===== src/rtl/core/acss_pkg.sv =====
// Package for the ADC channel scan sequencer: item structs, action codes and constants.
// No dependencies; every module of the sequencer imports it.
package acss_pkg;

	localparam int SAMPLE_W = 10;
	localparam int CH_IDX_W = 3;
	localparam int PCT_W    = 8;

	localparam logic [1:0] ACT_UPDATE     = 2'd0;
	localparam logic [1:0] ACT_ACTIVATE   = 2'd1;
	localparam logic [1:0] ACT_DEACTIVATE = 2'd2;
	localparam logic [1:0] ACT_READ       = 2'd3;

	localparam logic [PCT_W-1:0] NEVER_READ  = 8'd255;
	localparam logic [PCT_W-1:0] PERCENT_MAX = 8'd100;

	typedef struct packed {
		logic [1:0]          action;
		logic [CH_IDX_W-1:0] channel_index;
		logic                converter_busy;
		logic [SAMPLE_W-1:0] sample;
	} in_item_t;

	typedef struct packed {
		logic                start_conversion;
		logic [CH_IDX_W-1:0] scan_channel;
		logic [PCT_W-1:0]    read_value;
	} out_item_t;

endpackage


===== src/rtl/core/acss_scaler.sv =====
// Scales a raw sample to a percentage of full scale, capped at 100.
// Depends on acss_pkg.
module acss_scaler import acss_pkg::*; #(
	parameter int FULL_SCALE = 1023
) (
	input  logic [SAMPLE_W-1:0] sample,
	output logic [PCT_W-1:0]    percent
);

	// Reciprocal multiply: 2^SHIFT exceeds 1024 * FULL_SCALE, so the rounded-up
	// reciprocal gives the exact truncated quotient for every 10-bit sample.
	localparam int SHIFT   = SAMPLE_W + 1 + $clog2(FULL_SCALE);
	localparam int RECIP_W = 19;
	localparam int PROD_W  = SAMPLE_W + RECIP_W;
	localparam logic [63:0] RECIP =
		((64'(PERCENT_MAX) << SHIFT) + 64'(FULL_SCALE) - 64'd1) / 64'(FULL_SCALE);

	logic [PROD_W-1:0] prod;
	logic [PROD_W-1:0] quot;

	assign prod    = PROD_W'(sample) * PROD_W'(RECIP[RECIP_W-1:0]);
	assign quot    = prod >> SHIFT;
	assign percent = (quot > PROD_W'(PERCENT_MAX)) ? PERCENT_MAX : quot[PCT_W-1:0];

endmodule


===== src/rtl/core/acss_rr_pick.sv =====
// Rotating priority pick: the next enabled channel after a given one.
// Depends on acss_pkg.
module acss_rr_pick import acss_pkg::*; #(
	parameter int CHANNELS = 8,
	localparam int CW = $clog2(CHANNELS)
) (
	input  logic [CHANNELS-1:0] enables,
	input  logic [CW-1:0]       from,
	output logic [CW-1:0]       next
);

	logic [2*CHANNELS-1:0] dbl;
	logic [CHANNELS-1:0]   rot;
	logic [CW:0]           start;
	logic [CW:0]           first;
	logic [CW:0]           sum;
	logic                  found;

	always_comb begin
		start = (CW+1)'(from) + (CW+1)'(1);
		dbl   = {enables, enables};
		// Bit i of rot is the enable of channel from+1+i, wrapped.
		rot   = CHANNELS'(dbl >> start);
		first = '0;
		found = 1'b0;
		for (int i = CHANNELS - 1; i >= 0; i--) begin
			if (rot[i]) begin
				first = (CW+1)'(i);
				found = 1'b1;
			end
		end
		sum = start + first;
		if (sum >= (CW+1)'(CHANNELS)) begin
			sum = sum - (CW+1)'(CHANNELS);
		end
		next = found ? sum[CW-1:0] : from;
	end

endmodule


===== src/rtl/core/adc_channel_scan_sequencer_core.sv =====
// Top level of the ADC channel scan sequencer: input register, channel state, result register.
// Depends on acss_pkg, acss_scaler and acss_rr_pick.
//
// Channel  Handshake            Payload
// in       in_valid / in_ready  in_item   (action, channel_index, converter_busy, sample)
// out      out_valid / out_ready out_item (start_conversion, scan_channel, read_value)
//
// One item per cycle while the output is not stalled by out_ready; each item passes
// through the input register and then the result register before its result appears.
// Reset clears all enable flags, sets every stored percentage to 255 and the
// current channel to zero.
// With out_ready low the result holds; one more item waits in the input register
// and in_ready drops once both are full.
module adc_channel_scan_sequencer_core import acss_pkg::*; #(
	parameter int CHANNELS   = 8,
	parameter int FULL_SCALE = 1023
) (
	input  logic      clk,
	input  logic      arst_n,
	input  logic      in_valid,
	output logic      in_ready,
	input  in_item_t  in_item,
	output logic      out_valid,
	input  logic      out_ready,
	output out_item_t out_item
);

	localparam int CW = $clog2(CHANNELS);

	in_item_t          item_s1;
	logic              valid_s1;
	out_item_t         item_s2;
	logic              valid_s2;

	logic [CHANNELS-1:0] en_q;
	logic [PCT_W-1:0]    pct_q [CHANNELS];
	logic [CW-1:0]       cur_q;

	logic                advance;
	logic                any_en;
	logic                ch_ok;
	logic [CW-1:0]       ch_idx;
	logic [CW-1:0]       pick;
	logic [PCT_W-1:0]    scaled;
	logic [CHANNELS-1:0] en_d;
	logic [CW-1:0]       cur_d;
	logic                wr_pct;
	logic                start_c;
	logic [PCT_W-1:0]    rd_c;

	assign advance  = valid_s1 && (!valid_s2 || out_ready);
	assign in_ready = !valid_s1 || advance;

	acss_scaler #(
		.FULL_SCALE(FULL_SCALE)
	) u_scaler (
		.sample (item_s1.sample),
		.percent(scaled)
	);

	acss_rr_pick #(
		.CHANNELS(CHANNELS)
	) u_pick (
		.enables(en_q),
		.from   (cur_q),
		.next   (pick)
	);

	always_comb begin
		any_en  = |en_q;
		ch_ok   = int'(item_s1.channel_index) < CHANNELS;
		ch_idx  = CW'(item_s1.channel_index);
		en_d    = en_q;
		cur_d   = cur_q;
		wr_pct  = 1'b0;
		start_c = 1'b0;
		rd_c    = '0;
		unique case (item_s1.action)
			ACT_UPDATE: begin
				// The current channel is written even if it was disabled meanwhile.
				if (!item_s1.converter_busy && any_en) begin
					wr_pct  = 1'b1;
					cur_d   = pick;
					start_c = 1'b1;
				end
			end
			ACT_ACTIVATE: begin
				if (ch_ok) begin
					if (!any_en) begin
						cur_d = ch_idx;
					end
					en_d[ch_idx] = 1'b1;
				end
			end
			ACT_DEACTIVATE: begin
				if (ch_ok) begin
					en_d[ch_idx] = 1'b0;
				end
			end
			ACT_READ: begin
				rd_c = ch_ok ? pct_q[ch_idx] : NEVER_READ;
			end
		endcase
	end

	always_ff @(posedge clk or negedge arst_n) begin
		if (!arst_n) begin
			valid_s1 <= 1'b0;
			valid_s2 <= 1'b0;
			en_q     <= '0;
			cur_q    <= '0;
			pct_q    <= '{default: NEVER_READ};
		end else begin
			if (in_ready) begin
				valid_s1 <= in_valid;
			end
			if (advance) begin
				valid_s2 <= 1'b1;
				en_q     <= en_d;
				cur_q    <= cur_d;
				if (wr_pct) begin
					pct_q[cur_q] <= scaled;
				end
			end else if (out_ready) begin
				valid_s2 <= 1'b0;
			end
		end
	end

	// The input register is cleared so the action decode never sees unknown bits.
	always_ff @(posedge clk or negedge arst_n) begin
		if (!arst_n) begin
			item_s1 <= '0;
		end else if (in_valid && in_ready) begin
			item_s1 <= in_item;
		end
	end

	always_ff @(posedge clk) begin
		if (advance) begin
			item_s2.start_conversion <= start_c;
			item_s2.scan_channel     <= CH_IDX_W'(cur_d);
			item_s2.read_value       <= rd_c;
		end
	end

	assign out_valid = valid_s2;
	assign out_item  = item_s2;

	a_start_on_enabled: assert property (@(posedge clk) disable iff (!arst_n)
		advance && start_c |=> en_q[cur_q])
		else $error("scan moved to a channel that is not enabled");

	a_start_no_read: assert property (@(posedge clk) disable iff (!arst_n)
		out_valid && out_item.start_conversion |-> out_item.read_value == '0)
		else $error("conversion start carries a read value");

	a_read_range: assert property (@(posedge clk) disable iff (!arst_n)
		out_valid && out_item.read_value != NEVER_READ |-> out_item.read_value <= PERCENT_MAX)
		else $error("read value above full scale");

endmodule

===== config.mk =====
export PLATFORM = sky130hd
export DESIGN_NAME = adc_channel_scan_sequencer_core
export DESIGN_NICKNAME = d
export VERILOG_FILES = /design/src/rtl/core/acss_pkg.sv /design/src/rtl/core/acss_scaler.sv /design/src/rtl/core/acss_rr_pick.sv /design/src/rtl/core/adc_channel_scan_sequencer_core.sv
export SDC_FILE = /design/constraint.sdc
export NUM_CORES = 1
export LEC_CHECK = 0
export ABC_CLOCK_PERIOD_IN_PS = 6600
export CORE_UTILIZATION = 45
export CTS_CLUSTER_DIAMETER = 120
export DETAILED_ROUTE_END_ITERATION = 10
export DONT_BUFFER_PORTS = 1
export PLACE_DENSITY = 0.6
export SLEW_MARGIN = 5
export SYNTH_ARGS = -nofsm -noshare
export SYNTH_HDL_FRONTEND = slang
export SYNTH_SLANG_ARGS = --single-unit

===== constraint.sdc =====
create_clock -name clk -period 6.6 [get_ports clk]
set_clock_uncertainty 0.1 [all_clocks]
set_input_delay 0.33 -clock clk [delete_from_list [all_inputs] [get_ports clk]]
set_output_delay 0.33 -clock clk [all_outputs]
set_load 0.05 [all_outputs]

==> results.cfg <==
[clock_network]
root_buffer = clkbuf_16
insertion_delay_ns = 0.36
clock_sinks = 105
cts_buffer_depth = 2
htreeDepth = 3
clk_pin_slew_ns = 0.08
cts_tree = yes
numCtsBuffers = 9
ctsResizeCount = 0

[worst_hold_path]
min_from = in_item[6]
hold_path_class = in -> reg
worstHoldPathCells = 1

[worst_setup_path]
path_class = reg -> reg
critPathLaunch = item_s1[5]$_DFFE_PN0P_
r2r_start = item_s1[5]$_DFFE_PN0P_
cp-start-kind = flip-flop
cp-end-kind = flip-flop
crit_required_ns = 6.76
cp_data_arrival_time_ns = 5.47
reg2regPathDepth = 18
path_max_fanout = 16

[synth]
synthCells = 696
synth_seq_cells = 105
synth_edf_count = 12
ys_top_cells_by_count = ha_1, nand2_1, dfstp_2, inv_1, mux2_2
yosysTopAreaCellShare_pct = 22.76
synthFlopType = dfstp_2
synth.most_common_cell = ha_1
synth.distinct_cells = 65
syn_nets = 817
synth_area_sq_um = 7388
synth_top_area_cell = dfstp_2
synth_area_leaders = dfstp_2, ha_1, dfrtp_1
synth-async-reset-ratio_pct = 88.57
synth_seq_area_share_pct = 37.46
yosys_warnings = 0
avgSynthCellArea_sq_um = 10.62

[floorplanning]
pin_count = 34
die_w_um = 130.1
die_area_sq_um = 16940
rows = 46
core_area_sq_um = 15940
die_h_um = 130.1
initial_core_util_pct = 46.34

[layout]
num-fill-cells = 1430
num_antenna_cells = 0
syn2layout_area_growth_pct = 7.807
seq_area_sq_um = 2768
nets = 813
drive_above_1_share_pct = 23.10
multi_input_area_sq_um = 4243
design_area_sq_um = 7965

[grt]
grt_pass1_vias = 5311
overflow = 0
grt_max_degree = 94
grt_first_pass_wirelength_um = 27180
track_usage_pct = 20.92
grt_antenna_before_repair = 0

[timing]
max_clock_freq_mhz = 188.5
rsz0062_at_grt = false
drv_slew = 0
setup_tns_ns = 0
fin_crit_ns = 5.304
tightest_slew_ns = 0.7929
max_slew_margin_pct = 46.74
hold_viol_final = 0
fin_crit_sh_pct = 80.36
setup_slack_ns = 1.296
setup_viol = 0

[place]
place_congestion = 0.9541
io_buffer_count = 0
dpl.hpwl_um = 12080
place_area_sq_um = 7577
dpl_worst_slack_ns = 1.251

[routing]
vias = 5180
viasPerCell = 5.674
postRouteWirelength_um = 16240
drt_iter0_drc = 318
wl_per_cell_um = 17.78
drt-pass1-iter-count = 5
drc_errors = 0
ant_nets = 0

[pwr]
vdd_drop_max_uv = 403.3
p_leak_nw = 3.430
cellPowerDensity_nw_per_um2 = 511.5

[job]
cap_violations = 0

[outcome]
status = finished clean
[critical path, cell delays in order, from the launching register on]
cell and delay (ns):
dfrtp_1 0.50, ha_1 0.35, ha_1 0.28, inv_1 0.05
fa_1 0.47, inv_1 0.07, ha_1 0.16, inv_1 0.05
fa_1 0.50, inv_1 0.05, ha_1 0.37, a21oi_1 0.23
o22ai_1 0.13, or2_2 0.29, a32o_1 0.26, a2111oi_0 0.59
a21oi_1 0.20, a21oi_4 0.42, o31ai_1 0.15
[cell usage in the layout (no fill, tap or decap), types with 18 or more instances in the layout]
cell	n
nand2_1	65
nor2_1	26
o21ai_0	34
fa_1	18
dfrtp_1	29
o31ai_1	18
mux2_2	47
ha_1	83
inv_1	63
a21oi_1	38
dfstp_2	64
[area by class of cell]
class	count	share of cell area, %
inverter	65	3.063
timing repair buffer	13	1.634
clock inverter	7	1.068
multi-input combinational	498	53.27
clock buffer	9	2.828
tap	216	3.393
sequential	105	34.75
[power breakdown]
| group | switching (mW) | leakage, nW | internal [mW] |
|---|---|---|---|
| Combinational | 1.43 | 2.16 | 0.976 |
| Sequential | 0.206 | 1.13 | 0.915 |
| Clock | 0.276 | 0.147 | 0.272 |
| Total | 1.91 | 3.43 | 2.16 |
[stage by stage]
| step | hold WS (ns) | power [mW] | instances | util (%) |
|---|---|---|---|---|
| detailed placement | -0.06170 | 3.506 | 891 | 47.53 |
| floorplan | -0.06559 | 2.983 | 696 | - |
| CTS | 0.0008532 | 4.089 | 913 | 49.96 |
| global route | 0.0003137 | 4.477 | 913 | 49.96 |
| global placement | -0.06209 | 3.437 | 891 | 47.53 |
| finish | 0.01491 | 4.074 | 913 | 49.96 |
[state kept, by name (all words and copies together), names as in the netlist, named ones only]
signal and count:
valid_s1 1, out_valid 1, ch_idx 3, out_item 12, cur_q 3, pct_q 64, item_s1 13
[layer usage]
metal  part of all wire, %  vias up  routed length (um)  global-route usage (%)
met5                     0        -                   0                       0
li1                      -     2494                   -                       -
met4                   2.1        0                 345                   7.798
met1                    45     2570                7312                   26.63
met2                    49       91                8026                   36.23
met3                   3.4       25                 550                   2.747
[cells by family (layout without fill, tap and decap cells)]
kind of cell | count (synthesis) | in the layout | share of synthesized area, %
simple gates | 173 | 173 | 11.52
buf+inv | 93 | 94 | 5.114
flops | 105 | 105 | 37.46
mux | 72 | 72 | 13.33
xor+xnor | 6 | 6 | 0.7113
fa+ha+maj | 101 | 101 | 18.93
compound gates | 146 | 146 | 12.94
[path summary, 6_finish.rpt]
check | slack [ns] | endpoint
min in group asynchronous | 0.44 | ch_idx[2]$_DFFE_PN0P_
worst max-delay path | 1.30 | pct_q[17]$_DFFE_PN1P_
worst max register to register | 1.30 | pct_q[17]$_DFFE_PN1P_
worst min register to register | 0.37 | pct_q[61]$_DFFE_PN1P_
worst min-delay path | 0.01 | item_s1[6]$_DFFE_PN0P_
max in group asynchronous | 5.57 | pct_q[25]$_DFFE_PN1P_
[timing repair]
item | in CTS | in global routing
hold endpoints to repair | 97 | 0
setup buffers | 0 | 0
hold buffers | 6 | 0
(Power assumes the default switching activity.)
